$ cat src/rational_arithmetic_unit_macros.svh
// ----------------------------------------------------------------------------
// rational_arithmetic_unit_macros
// Assertion macros shared by the rational arithmetic unit modules.
// ----------------------------------------------------------------------------
`ifndef RATIONAL_ARITHMETIC_UNIT_MACROS_SVH
`define RATIONAL_ARITHMETIC_UNIT_MACROS_SVH

// same-cycle implication
`define RAU_ASSERT_IMPLIES(label, clk, rst, ante, cons) \
  label: assert property (@(posedge clk) disable iff (rst) (ante) |-> (cons)) \
    else $error("rau assertion failed");

// next-cycle implication
`define RAU_ASSERT_NEXT(label, clk, rst, ante, cons) \
  label: assert property (@(posedge clk) disable iff (rst) (ante) |=> (cons)) \
    else $error("rau assertion failed");

`endif

$ cat src/rau_pkg.sv
// ----------------------------------------------------------------------------
// rau_pkg
// Types and constants of the rational arithmetic unit.
// ----------------------------------------------------------------------------
package rau_pkg;

  localparam int ValueBits  = 32;
  localparam int QueueDepth = 2;

  typedef logic [2:0] mode_t;

  localparam mode_t ModeAdd = 3'd0;
  localparam mode_t ModeSub = 3'd1;
  localparam mode_t ModeMul = 3'd2;
  localparam mode_t ModeDiv = 3'd3;
  localparam mode_t ModePow = 3'd4;

  typedef enum logic [1:0] {
    ST_OK     = 2'd0,
    ST_ZDEN   = 2'd1,
    ST_BADPOW = 2'd2,
    ST_OVF    = 2'd3
  } status_t;

  typedef struct packed {
    mode_t              mode;
    logic signed [31:0] a_num;
    logic signed [31:0] a_den;
    logic signed [31:0] b_num;
    logic signed [31:0] b_den;
  } rau_req_t;

  typedef struct packed {
    logic signed [31:0] result_num;
    logic signed [31:0] result_den;
    status_t            status;
  } rau_rsp_t;

  // classification handed from front to back
  typedef struct packed {
    mode_t   mode;
    status_t status;
  } rau_cls_t;

endpackage

$ cat src/rau_front.sv
// ----------------------------------------------------------------------------
// rau_front
// Accepts items, splits operands into sign and magnitude, flags early errors.
// ----------------------------------------------------------------------------
module rau_front #(
  parameter int VALUE_BITS = rau_pkg::ValueBits
) (
  input  logic                          req_valid,
  output logic                          req_ready,
  input  rau_pkg::rau_req_t             req,
  output logic                          push,
  input  logic                          queue_ready,
  output rau_pkg::rau_cls_t             cls,
  output logic [4*(VALUE_BITS+1)-1:0]   ops
);

  localparam int W = VALUE_BITS;

  function automatic logic [W:0] sm(input logic [31:0] f);
    logic [W-1:0] v;
    v = f[W-1:0];
    return v[W-1] ? {1'b1, ~v + 1'b1} : {1'b0, v};
  endfunction

  logic [W:0] an, ad, bn, bd;

  assign an = sm(req.a_num);
  assign ad = sm(req.a_den);
  assign bn = sm(req.b_num);
  assign bd = sm(req.b_den);

  assign ops       = {an, ad, bn, bd};
  assign req_ready = queue_ready;
  assign push      = req_valid && queue_ready;

  always_comb begin
    cls.mode = req.mode;
    if (req.mode > rau_pkg::ModePow) begin
      cls.status = rau_pkg::ST_BADPOW;
    end else if (ad[W-1:0] == '0 || bd[W-1:0] == '0) begin
      cls.status = rau_pkg::ST_ZDEN;
    end else begin
      cls.status = rau_pkg::ST_OK;
    end
  end

endmodule

$ cat config.mk
export PLATFORM = sky130hd
export DESIGN_NAME = rau_front
export DESIGN_NICKNAME = d
export VERILOG_FILES = /design/src/rational_arithmetic_unit_macros.svh /design/src/rau_pkg.sv /design/src/rau_front.sv
export SDC_FILE = /design/constraint.sdc
export NUM_CORES = 1
export LEC_CHECK = 0
export BUFFER_PORTS_ARGS = -buffer_cell sky130_fd_sc_hd__clkbuf_2
export CAP_MARGIN = 20
export CORE_AREA = 2 2 105 107
export DETAILED_ROUTE_END_ITERATION = 12
export DIE_AREA = 0 0 107 109
export PLACE_DENSITY = 0.71
export SLEW_MARGIN = 20
export SYNTH_ARGS = -nofsm -noshare
export SYNTH_HDL_FRONTEND = slang
export SYNTH_SLANG_ARGS = --single-unit
$ cat constraint.sdc
create_clock -name vclk -period 6
set_input_delay 1.8 -clock vclk [all_inputs]
set_output_delay 1.8 -clock vclk [all_outputs]
set_load 0.01 [all_outputs]
* Yosys cells after proc, flatten, opt, wreduce, memory -nomap -nowiden
Index checks and enable logic that the tools add are counted.
** Word-level totals
- Register bits :: 0
- Latch bits :: 0
- Memory bits (writable) :: 0
- ROM bits :: 0
- Input port bits :: 133
- Memories kept :: 0
** Operators by class
- Add/sub/neg operators :: 4
- $mul :: 0
- Divide/modulo/power cells :: 0
- Magnitude comparators :: 1
- Equality and inequality tests :: 0
- Shift operators :: 0
- Mux-type cells :: 6
- Bitwise gates (word level) :: 4
- Reduce and logical (&&, ||, !) cells :: 4
** Operators with widths (count)
- $mux 33 :: 4
- $add 32x1->32 const B :: 4
- $not 32->32 :: 4
- $logic_not 32->1 :: 2
- $gt 3x3->1 const B :: 1
- $mux 2 :: 1
- $logic_and 1x1->1 :: 1
- $logic_or 1x1->1 :: 1
- $mux 1 :: 1

* Depth between registers and ports, before layout
- Depth in word-level cells :: 7
- Depth in mapped cells :: 10
- Mapped depth without buffers :: 9

* Worst setup path after synthesis
Ideal clock, no wire load.
- Kind :: input to output
- From :: input port req[3] in the netlist's numbering
- To :: output port cls[0] in the netlist's numbering
- Data arrival time :: 3992 ps
- Slack :: 208 ps
- Cell stages on the path :: 9
- Path buffers :: 2
- Cells stage by stage :: buf_6 > or4_4 > or3_4 > buf_6 > o41ai_2 > xnor2_1 > nor3_2 > nand4_1 > o22ai_1
** RTL lines
- start: declaration :: line rau_front.sv:10 : input rau_pkg::rau_req_t req,
- end: declaration :: line rau_front.sv:13 : output rau_pkg::rau_cls_t cls,

==> qor.csv <==
stage,metric,value,unit
floorplan,die_h,109,um
detailed_routing,ant_nets,0,
detailed_routing,drt_iter0_drc,224,
placed_design,place_hpwl,11980,um
finish,clkbuf_count,0,
finish,antenna_cells,0,
detailed_routing,vias_per_cell,5.305,
critical_path,crit_required,4.20,ns
synth,synth_nets,670,
grt,grt_overflow,0,
grt,grt_pass1_wl,21640,um
synth,synthAdderAreaFrac,1.360,%
detailed_routing,via_count,5289,
sta,worst_slew_pin_slew,0.6649,ns
synth,synthSimpleGateAreaFrac,34.26,%
critical_path,path_class,input pin to output port,
floorplan,core,10600,um2
detailed_routing,first_pass_iters,4,
detailed_routing,drc_errors,0,
worst_hold_path,min_from,queue_ready,
synth,yosys-top-cells-count,"114 x xnor2_1, 55 x nand2_1, 28 x o31ai_1, 27 x nor2_1, 25 x clkbuf_1",
synth,synth_xor_area_share,27.84,%
synth,synthMuxAreaShare,2.209,%
grt,grt_busiest_layer,met2,
critical_path,setup.worst_path.start_class,input pin,
sta,period_needed,6.005,ns
finish,fill_cells,1036,
synth,synth_compound_area_share,26.55,%
placed_design,place.gp.congestion,0.8906,
finish,seq_cell_count,0,
worst_hold_path,hold_class,input pin to output port,
sta,finalSetupViolCount,1,
finish,multi_input_area,3638,um2
sta,relSlewSlack,55.67,%
worst_hold_path,hold_depth,2,
critical_path,cp_max_fo,4,
synth,synth_area_leader_cell,xnor2_1,
floorplan,dieArea,11660,um2
sta,timing.final.crit_share,100.1,%
floorplan,io_pins,272,
grt,grt_max_degree,51,
synth,synth_top_family_by_area,simple AND/OR/NAND/NOR gates,
synth,synthDominantCellAreaShare,27.12,%
finish,drive_gt1_share,48.77,%
critical_path,crit_path_end_kind,output port,
grt,grt_pass1_vias,4693,
floorplan,die_x,107,um
sta,fin_ws,-0.005385,ns
status,outcome,finished with violations,
status,violations,setup timing,
detailed_routing,routed_wl,14340,um
power_and_ir_drop,power_per_cell_area,76.82,nW/um2
synth,synthCells,533,
power_and_ir_drop,max-vdd-ir-drop,0.06323,mV
placed_design,io_buffers,272,
floorplan,initial_utilization,34.72,%
grt,met3_usage,2.271,%
job,max_cap_violations,0,
sta,setup_tns,-0.005385,ns
placed_design,dpl_worst_slack,-0.1360,ns
sta,fmax,166.5,MHz
grt,antenna_found_initial,0,
power_and_ir_drop,leakage,2.617,nW
synth,ys_warn_count,0,
synth,synthDistinctLibCells,60,
grt,grtUsageTotal,21.87,%
synth,synth.yosys.seq_area_share,0,%
sta,rsz0062_at_grt,yes,
floorplan,num_rows,38,
finish,nNetsFinal,996,
sta,hold_viol,0,
sta,drv_slew,0,
finish,syn_to_final_growth,62.17,%
grt,grt_use_met1,28.57,%
critical_path,arrival,4.21,ns
finish,seq_area,0,um2
detailed_routing,post_drt_wl_per_cell,14.39,um
synth,syn_avg_cell_area,6.906,um2
synth,synth_area,3681,um2
synth,yosys.cell_count.top_type,xnor2_1,
synth,netlist_top_cells_area,"xnor2_1 27%, o31ai_1 5.7%, nand2_1 5.6%",
grt,grt_util_met2,39.85,%
worst_hold_path,hold_path_end,req_ready,
[layout make-up]
cell class	count	area share, %
multi-input cells	474	60.95
inverters	16	1.006
well taps	140	2.934
repair buffers	367	35.11
[stage by stage]
step | power, W | util (%) | hold WS, ns | std cells | area, um2
2_1_floorplan | 0.0002229 | - | 3.654 | 533 | 3681
3_3_place_gp | 0.0004405 | 53.78 | 3.798 | 994 | 5702
3_5_place_dp | 0.0004431 | 53.78 | 3.800 | 994 | 5702
4_1_cts | 0.0004487 | 54.43 | 3.800 | 995 | 5771
5_1_grt | 0.0004971 | 56.30 | 3.809 | 997 | 5969
6_report | 0.0004586 | 56.30 | 3.798 | 997 | 5969
[worst max-delay path: stages]
cell and delay, ns:
clkbuf_2 0.11, inv_2 0.07, ha_4 0.14, or4b_4 0.48, o41ai_4 0.31, xnor2_1 0.14, or4b_4 0.51, nor4_4 0.14
nand4_1 0.18, o22ai_2 0.18, buf_6 0.13
[worst max path at each step]
stage / from / end
after floorplan: req[3] / cls[0]
after global placement: req[64] / cls[0]
after detailed placement: req[64] / cls[0]
after CTS: req[64] / cls[0]
after global routing: req[65] / cls[0]
final: req[65] / cls[0]
[routing by layer]
metal  wire (um)  up-vias
met1        6116     2443
li1            -     2650
met4         165        0
met5           0        -
met2        7228      180
met3         833       16
[cell usage in the layout, fill, tap and decap left out, types with 6 or more instances in the layout]
| cell | count |
|---|---|
| mux2i_1 | 7 |
| inv_1 | 14 |
| nor4_1 | 11 |
| nand2b_1 | 11 |
| o21ai_0 | 24 |
| o21ai_1 | 9 |
| nor4_2 | 6 |
| buf_4 | 95 |
| or2_1 | 7 |
| xnor2_1 | 113 |
| or4_1 | 13 |
| nor2_1 | 27 |
| nand3_1 | 12 |
| or3_1 | 18 |
| o41ai_1 | 12 |
| a21oi_1 | 6 |
| clkbuf_2 | 268 |
| nand2_1 | 55 |
| o31ai_1 | 25 |
| o41ai_2 | 10 |
| nor3_1 | 16 |
| nand4_1 | 7 |
[power by group]
part | total (W) | switching (W) | internal [W]
Clock | 0 | 0 | 0
Combinational | 0.000459 | 0.000250 | 0.000209
Sequential | 0 | 0 | 0
[cells by family after synthesis]
logic type | after synthesis
fa+ha+maj | 4
xor+xnor | 117
mux | 8
buf+inv | 60
simple gates | 216
compound gates | 128
[repair_timing]
item,CTS,global route
pin swaps,6,12
setup buffers,0,2
setup endpoints to repair,2,7
endpoints found under the hold margin,0,0
hold buffers,0,0
gates cloned,1,0
resized for setup,9,35
(Power assumes the default switching activity.)
