[config.mk]
export PLATFORM = sky130hd
export DESIGN_NAME = rau_fifo
export DESIGN_NICKNAME = d
export VERILOG_FILES = /design/src/rau_fifo.sv
export VERILOG_INCLUDE_DIRS = /design/src /design/src/src
export SDC_FILE = /design/constraint.sdc
export NUM_CORES = 1
export LEC_CHECK = 0
export BUFFER_PORTS_ARGS = -buffer_cell sky130_fd_sc_hd__buf_2
export CELL_PAD_IN_SITES_DETAIL_PLACEMENT = 1
export CELL_PAD_IN_SITES_GLOBAL_PLACEMENT = 2
export CORE_ASPECT_RATIO = 0.8
export CORE_MARGIN = 8
export CORE_UTILIZATION = 33
export CTS_CLUSTER_DIAMETER = 40
export DETAILED_ROUTE_END_ITERATION = 10
export PLACE_DENSITY = 0.81
export SYNTH_ARGS = -nofsm -noshare
export SYNTH_HDL_FRONTEND = slang
export SYNTH_SLANG_ARGS = --single-unit
[constraint.sdc]
create_clock -name clk -period 1.4 [get_ports clk]
set_input_delay 0.07 -clock clk [delete_from_list [all_inputs] [get_ports clk]]
set_output_delay 0.07 -clock clk [all_outputs]
set_load 0.005 [all_outputs]
[src/rational_arithmetic_unit_macros.svh]
// ----------------------------------------------------------------------------
// rational_arithmetic_unit_macros
// Assertion macros shared by the rational arithmetic unit modules.
// ----------------------------------------------------------------------------
`ifndef RATIONAL_ARITHMETIC_UNIT_MACROS_SVH
`define RATIONAL_ARITHMETIC_UNIT_MACROS_SVH

// same-cycle implication
`define RAU_ASSERT_IMPLIES(label, clk, rst, ante, cons) \
  label: assert property (@(posedge clk) disable iff (rst) (ante) |-> (cons)) \
    else $error("rau assertion failed");

// next-cycle implication
`define RAU_ASSERT_NEXT(label, clk, rst, ante, cons) \
  label: assert property (@(posedge clk) disable iff (rst) (ante) |=> (cons)) \
    else $error("rau assertion failed");

`endif

[src/rau_fifo.sv]
// ----------------------------------------------------------------------------
// rau_fifo
// Short queue between the front and the back of the unit.
// ----------------------------------------------------------------------------
`include "rational_arithmetic_unit_macros.svh"

module rau_fifo #(
  parameter int WIDTH = 8,
  parameter int DEPTH = 2
) (
  input  logic             clk,
  input  logic             rst,
  input  logic             push,
  input  logic [WIDTH-1:0] wdata,
  output logic             ready,
  input  logic             pop,
  output logic             valid,
  output logic [WIDTH-1:0] rdata
);

  localparam int PtrW = (DEPTH > 1) ? $clog2(DEPTH) : 1;
  localparam int CntW = $clog2(DEPTH + 1);

  logic [WIDTH-1:0] mem [DEPTH];
  logic [PtrW-1:0]  wr_ptr;
  logic [PtrW-1:0]  rd_ptr;
  logic [CntW-1:0]  count;

  assign ready = (count != CntW'(DEPTH));
  assign valid = (count != '0);
  assign rdata = mem[rd_ptr];

  always_ff @(posedge clk) begin
    if (push) begin
      mem[wr_ptr] <= wdata;
    end
  end

  always_ff @(posedge clk) begin
    if (rst) begin
      wr_ptr <= '0;
      rd_ptr <= '0;
      count  <= '0;
    end else begin
      if (push) begin
        wr_ptr <= (wr_ptr == PtrW'(DEPTH - 1)) ? '0 : wr_ptr + 1'b1;
      end
      if (pop) begin
        rd_ptr <= (rd_ptr == PtrW'(DEPTH - 1)) ? '0 : rd_ptr + 1'b1;
      end
      if (push && !pop) begin
        count <= count + 1'b1;
      end else if (pop && !push) begin
        count <= count - 1'b1;
      end
    end
  end

  `RAU_ASSERT_NEXT(a_fifo_fill, clk, rst, push && !pop, count == $past(count) + 1'b1)

endmodule

Word-level counts from Yosys, hierarchy flattened
Memory sizes are Yosys's and may differ from the RTL's. A register that Yosys moved wholly into a read port is not among the register bits.
Index checks and enable logic that the tools add are counted.

operators by class
  add/subtract/negate cells = 4
  equal/unequal tests = 1
  multiplexer cells = 8
  reductions and logical operators = 6

operator list
  kind                                                                 count
  1-bit 2-to-1 mux                                                     6
  2-bit 2-to-1 mux                                                     2
  2-bit nonzero test                                                   2
  1-bit adder (second input constant)                                  2
  2-bit by 1-bit adder with 2-bit output (second input constant)       1
  1-bit logical AND                                                    2
  1-bit logical NOT                                                    2
  2-bit != test (second input constant)                                1
  2-bit by 1-bit subtractor with 2-bit output (second input constant)  1

word-level totals
  bits in registers = 4
  memory bits (writable) = 16
  input bits = 12
  output and inout port bits = 10
  logic and storage cells = 23
  memories kept = 1

memory list
  memory  words  bits a word  read ports  clocked after memory_dff  wr ports  line            text
  mem     2      8            1           1                         1         rau_fifo.sv:24  logic [WIDTH-1:0] mem [DEPTH];

Depth between registers and ports, before layout
Gate-level depths: netlist (run 1).

  depth in word-level cells = 4
  depth in mapped cells = 5
  gate-level depth less buffers = 5

Worst setup path after synthesis (run 1)
No wires, ideal clock.

  path type = reg2reg
  start = reg wr_ptr
  end = mem mem[0][0], enable pin
  library setup time = 373 ps
  arrival time = 715 ps
  required time = 1027 ps
  slack = 312 ps
  stages on the path, launching flop included = 2
  path buffers = 0
  period minus slack after synthesis = 1088 ps
  path through = dfxtp_1 nor2b_1

RTL lines
  item                    line            text
  start, declared         rau_fifo.sv:25  logic [PtrW-1:0] wr_ptr;
  start signal, assigned  rau_fifo.sv:46  wr_ptr <= (wr_ptr == PtrW'(DEPTH - 1)) ? '0 : wr_ptr + 1'b1;
  end, declared           rau_fifo.sv:24

No word-level cell before the write port.

==> impl_results.md, run 1 <==
* Status: finished clean
* Clock power frac at 22.9%
* Routed WL per cell at 12.8 um
* N_diodes at 0
* Crit-path slowest cell: dfxtp_2
* Final WL at 1.36 mm
* Register share of total power at 63.0%
* Clock Sinks at 21
* Placer Congestion at 0.589
* Placed instance area at 922 um2
* Main synth FF type: edfxtp_1
* Iteration-0 DRC count of the detailed router at 4
* CP required at 1.33 ns
* Post-route DRC at 0
* Number of synthesized flops with an enable pin at 16
* Drt pass-1 iters at 2
* Slew @ Worst Pin at 0.382 ns
* Leak Pwr at 0.414 nW
* Seq/Total Area, Yosys at 74.1%
* Psw at 0.000256 W
* CP Depth at 2
* CTS H-Tree Depth at 1
* Placeable Area at 0.00220 mm2
* Starting Density at 35.7%
* Clk root buf: clkbuf_4
* Wire length of the first global-routing pass at 2.36 mm
* Crit share post-route at 91.8%
* YS warnings at 0
* CTS tree: yes
* CP Capture Type: primary output
* Crit path max fanout at 8
* Mapped Cells at 47
* Final cell count without fillers at 106
* PD cells at 1140 mW/mm2
* Internal at 0.000927 W
* Max incr delay on CP at 0.45 ns
* Ratio of cells with drive above 1 in the final layout at 32.1%
* Setup TNS at 0 ns
* Post-CTS setup buffer count at 0
* Period minus WS final at 1.29 ns
* Worst R2R Path Depth at 1
* Pins Over Slew Limit at 0
* Die height at 59.6 um
* Syn avg cell area at 16.7 um2
* Top post-synthesis cells by area: edfxtp_1 (61%), dfxtp_1 (13%), mux2_1 (12%)
* Die ar. at 0.00420 mm2
* Post-DRT Antenna Nets at 0
* Sw Share at 21.6%
* Worst-Skew Late Latency at 0.28 ns
* Fillers at 238
* Final nets at 95
* Vias in the first global route at 541
* Arr. time, crit path at 1.22 ns
* CP cell instances: mux2_1 > buf_2
* Io pins at 22
* GRT overflow at 0
* Power, Total at 0.00118 W
* RSZ-0062 raised after global routing: false
* Buf/Inv on CP at 1
* Hold depth at 3
* Post-synth ARST share at 0%
* Area grow syn2layout at 32.7%
* Crit Path Category: reg -> out
* Peak VDD IR at 0.521 mV
* Final setup violation count at 0
* Vias/cell at 4.48
* Routed vias at 475
* Hold WC Path Type: in -> reg
* DP HPWL at 1.05 mm
* Maxcap violations at 0
* Total track usage at 7.01%
* CP top delay family: flip-flops
* Largest net degree at the start of global routing at 12
* Net Count, Synth at 60
* CTS Buf Count at 3
* Setup Skew at 0.000600 ns
* Core Rows at 15
* Synth top area share at 61.3%
* Slew headroom at 74.5%
* Startpoint Class: register
* Endpoints failing hold at 0
* Clock transition at path regs at 0.11 ns
* Fin area at 0.00104 mm2
* Yosys cell types at 16
* Fmax at 778 MHz
* Synthesized area at 783 um2
* FF+latch count, synth at 21
* # port buffers at 21
* Combinational share of power at 14.1%
* Synth area leader: edfxtp_1
* Initial antenna violation count at 0
* Die width at 70.5 um
* Placed cells at 93
* Clock buffer depth at 2
## layout make-up
class	count	area (um2)	share of cell area (%)
Clock buffer	4	26.3	2.53
Inverter	1	3.75	0.361
Multi-Input combinational cell	24	194	18.7
Sequential cell	21	582	56.0
Tap cell	25	31.3	3.01
Timing Repair Buffer	31	203	19.5
## power by group through the flow
stage                     registers (W)  logic (W)  clock network (W)
after floorplan                0.000747  0.0000884                  0
after global placement         0.000759   0.000148                  0
after detailed placement       0.000761   0.000153                  0
after CTS                      0.000748   0.000173           0.000284
after global routing           0.000754   0.000189           0.000318
final                          0.000746   0.000167           0.000271
## repair_timing
action,in CTS,in global routing
gates resized for setup,1,0
endpoints found under the setup margin,8,0
endpoints found under the hold margin,21,0
hold buffers,9,0
## synthesized netlist by cell type, types with 2 or more instances
| master | instances |
|---|---|
| xnor2_1 | 2 |
| edfxtp_1 | 16 |
| dfxtp_1 | 5 |
| nor2_1 | 4 |
| mux2_1 | 8 |
| xor2_1 | 2 |
## worst paths after layout
| kind | startpoint | to | slack [ns] |
|---|---|---|---|
| worst min register to register | count[1]$_SDFFE_PP0P_ | count[1]$_SDFFE_PP0P_ | 0.53 |
| worst max-delay path | register | rdata[6] | 0.11 |
| worst min-delay path | pop | rd_ptr$_SDFFE_PP0P_ | 0.07 |
| worst max register to register | wr_ptr$_SDFFE_PP0P_ | mem[1][2]$_DFFE_PP_ | 0.32 |
## flip-flops by register name, summed over array words and instances, names as in the netlist, named ones only
| register | count |
|---|---|
| wr_ptr | 1 |
| count | 2 |
| mem | 16 |
| rd_ptr | 1 |
## kinds of logic (layout without fill, tap and decap cells)
family / Yosys count / count (layout) / synth area share (%)
AO/OA/AOI/OAI: 2 / 2 / 1.28
buffers and inverters: 2 / 36 / 1.12
AND/OR/NAND/NOR: 9 / 9 / 5.91
XOR/XNOR: 4 / 4 / 4.47
multiplexers: 8 / 8 / 11.5
adder cells (fa/ha/maj): 1 / 1 / 1.60
flip-flops: 21 / 21 / 74.1
## layer usage
layer	wire length, um	GRT usage, %	up-vias
li1	-	-	236
met1	582	8.19	224
met2	678	11.6	15
met3	98	3.02	0
met4	0	1.71	0
met5	0	0	-
## worst min-delay path, stage by stage
cell     delay (ns)
buf_2          0.09
xnor2_1        0.07
nor2_1         0.09
## per-stage QoR
| stage | util [%] | setup WS [ns] | hold slack, ns |
|---|---|---|---|
| after floorplan | - | 0.312 | 0.139 |
| after global placement | 42.0 | 0.303 | 0.257 |
| after detailed placement | 42.0 | 0.275 | 0.261 |
| after CTS | 47.4 | 0.0740 | 0.0579 |
| after global routing | 47.4 | 0.0287 | 0.0883 |
| final | 47.4 | 0.115 | 0.0712 |
## layout by cell type, fill, tap and decap left out
cell type,n
buf_2,21
edfxtp_1,16
dlygate4sd3_1,9
mux2_1,8
nor2_1,4
dfxtp_1,4
clkbuf_4,3
xnor2_1,2
xor2_1,2
or2_1,1
and2_1,1
inv_1,1
nand2b_1,1
nor2b_1,1
o21ai_0,1
or3_1,1
a21oi_1,1
ha_1,1
dfxtp_2,1
clkbuf_1,1
buf_4,1
(Power assumes the default switching activity.)
==> run 2, diff against run 1 <==
--- a/config.mk
+++ b/config.mk
@@ -11,10 +11,10 @@
 export CELL_PAD_IN_SITES_GLOBAL_PLACEMENT = 2
 export CORE_ASPECT_RATIO = 0.8
 export CORE_MARGIN = 8
-export CORE_UTILIZATION = 33
+export CORE_UTILIZATION = 30
 export CTS_CLUSTER_DIAMETER = 40
 export DETAILED_ROUTE_END_ITERATION = 10
-export PLACE_DENSITY = 0.81
+export PLACE_DENSITY = 0.78
 export SYNTH_ARGS = -nofsm -noshare
 export SYNTH_HDL_FRONTEND = slang
 export SYNTH_SLANG_ARGS = --single-unit
==> constraint.sdc (replaced) <==
create_clock -name clk -period 1.1 [get_ports clk]
set_input_delay 0.055 -clock clk [delete_from_list [all_inputs] [get_ports clk]]
set_output_delay 0.055 -clock clk [all_outputs]
set_load 0.005 [all_outputs]
==> run 2 against run 1 <==
  * Routed wire length up 17%
  * Via count up 5.3%
  * Largest power group unchanged
  * The flow now finishes with violations (negative setup slack)
  * Critical path type unchanged
  * Sequential power up 27%
==> impl_results.md, run 2 (synthesis gave the netlist of run 1 again) <==
* Clk root buf: clkbuf_4
* Fmax at 790 MHz
* CP Capture Type: primary output
* Core Util, Final at 48.3% (+0.97 points)
* Fin area at 0.00119 mm2 (+14%)
* Die ar. at 0.00451 mm2 (+7.5%)
* PD cells at 1380 mW/mm2 (+21%)
* Io pins at 22 (unchanged)
* Vias in the first global route at 557 (+3.0%)
* Power, Total at 0.00164 W (+39%)
* Clock transition at path regs at 0.11 ns (about the same)
* Startpoint Class: register
* Commonest non-fill, non-tap cell in the layout: edfxtp_1
* Status: complete, but fails checks
* Hold WC Path Type: in -> reg
* Final WS setup at -0.166 ns (-0.281 ns)
* Largest net degree at the start of global routing at 12 (unchanged)
* Setup Skew at 0.00432 ns (+0.00372 ns)
* Wire length of the first global-routing pass at 2.71 mm (+15%)
* RSZ-0062 raised after global routing: true
* Slew headroom at 87.0% (+12 points)
* Post-DRT Antenna Nets at 0 (unchanged)
* Starting Density at 31.8% (-3.9 points)
* Commonest cells after routing, fill and taps aside: edfxtp_1 (16), buf_2 (13), dlygate4sd3_1 (9), mux2_4 (8), buf_6 (8)
* Placeable Area at 0.00246 mm2 (+12%)
* Final setup violation count at 8 (+8)
* Routed vias at 500 (+5.3%)
* # port buffers at 21 (unchanged)
* Die width at 73.1 um (+3.8%)
* Worst-Skew Late Latency at 0.29 ns (about the same)
* GRT overflow at 0 (unchanged)
* Leak Pwr at 0.482 nW (+16%)
* Clock Sinks at 21 (unchanged)
* Total track usage at 7.90% (+0.89 points)
* Crit share post-route at 115%
* Max reg flops at 16 (unchanged)
* Iteration-0 DRC count of the detailed router at 17 (+13)
* CTS tree: yes
* Routed WL per cell at 13.3 um (+3.7%)
* CTS H-Tree Depth at 1 (unchanged)
* Placed instance area at 983 um2 (+6.6%)
* Period minus WS final at 1.27 ns
* Peak VDD IR at 0.679 mV (+30%)
* Final nets at 98 (+3.2%)
* Arr. time, crit path at 1.21 ns (about the same)
* Post-CTS setup buffer count at 0 (unchanged)
* Largest registers: mem x16, count x2
* Placer Congestion at 0.605 (+2.7%)
* Die height at 61.7 um (+3.6%)
* CTS Buf Count at 3 (unchanged)
* Crit Path Category: reg -> out
* Ratio of cells with drive above 1 in the final layout at 47.6% (+16 points)
* Final cell count without fillers at 120 (+13%)
* Biggest register: mem
* Final WL at 1.60 mm (+17%)
* Pre-CTS setup slack at 0.0113 ns (-0.263 ns)
* Maxcap violations at 0 (unchanged)
* Post-route DRC at 0 (unchanged)
* Slew @ Worst Pin at 0.194 ns (-0.188 ns)
* Crit path max fanout at 8 (unchanged)
* DP HPWL at 1.12 mm (+6.9%)
* Clock buffer depth at 2 (unchanged)
* Fillers at 264 (+11%)
* Vias/cell at 4.17 (-7.0%)
* Initial antenna violation count at 0 (unchanged)
* Drt pass-1 iters at 3 (+1)
* Placed cells at 107 (+15%)
* Failing checks: negative setup slack
* Pins Over Slew Limit at 0 (unchanged)
* CP required at 1.04 ns (-0.29 ns)
* N_diodes at 0 (unchanged)
* Core Rows at 16 (+1)
* Area grow syn2layout at 51.9%
* Endpoints failing hold at 0 (unchanged)
run 2: cell types whose count changed in the layout (fill, tap and decap cells not counted), sizes merged:
cell / before / now
buf: 22 / 25
run 2: per-layer routing:
layer / global-route usage (%) / wire length [um] / up-vias
met5: 0 / 0 / -
met4: 0.852 / 4 / 0
met3: 4.17 / 131 / 2
met2: 14.4 / 793 / 18
met1: 8.26 / 665 / 239
li1: - / - / 241
run 2: power breakdown:
part / switching, W / internal (W) / total, W
logic: 0.000122 / 0.000216 / 0.000338
clock network: 0.000215 / 0.000141 / 0.000356
registers: 0.0000278 / 0.000919 / 0.000947
run 2: area by class of cell:
cell class	instances	area (um2)	area share (%)
sequential	21	587	49.3
timing repair buffer	34	300	25.2
multi-input combinational	24	228	19.1
tap	36	45.0	3.79
clock buffer	4	26.3	2.21
inverter	1	3.75	0.315
run 2: repair_timing:
item | 4_1_cts | 5_1_grt
hold buffers | 9 | 0
pin swaps | 0 | 1
endpoints found under the hold margin | 21 | 0
resized for setup | 17 | 4
cloned | 0 | 0
setup endpoints to repair | 8 | 10
run 2: path summary, 6_finish.rpt:
| check | start | endpoint | slack, ns | depth (start not counted) |
|---|---|---|---|---|
| worst max-delay path | register | rdata[4] | -0.17 | 3 |
| worst min-delay path | pop | register | 0.03 | 3 |
| worst max register to register | count[0]$_SDFFE_PP0P_ | count[1]$_SDFFE_PP0P_ | 0.04 | 3 |
| worst min register to register | count[1]$_SDFFE_PP0P_ | count[1]$_SDFFE_PP0P_ | 0.52 | 2 |
run 2: critical path, stage by stage (launching register included):
cell and delay (ns):
dfxtp_2 0.36, buf_12 0.13, mux2_4 0.31, buf_6 0.12
run 2: stage by stage:
stage / hold slack [ns] / TNS [ns]
6_report: 0.0341 / -1.29
5_1_grt: 0.0430 / -1.69
4_1_cts: 0.0311 / -1.40
3_5_place_dp: 0.250 / 0
3_3_place_gp: 0.243 / 0
2_1_floorplan: 0.124 / 0
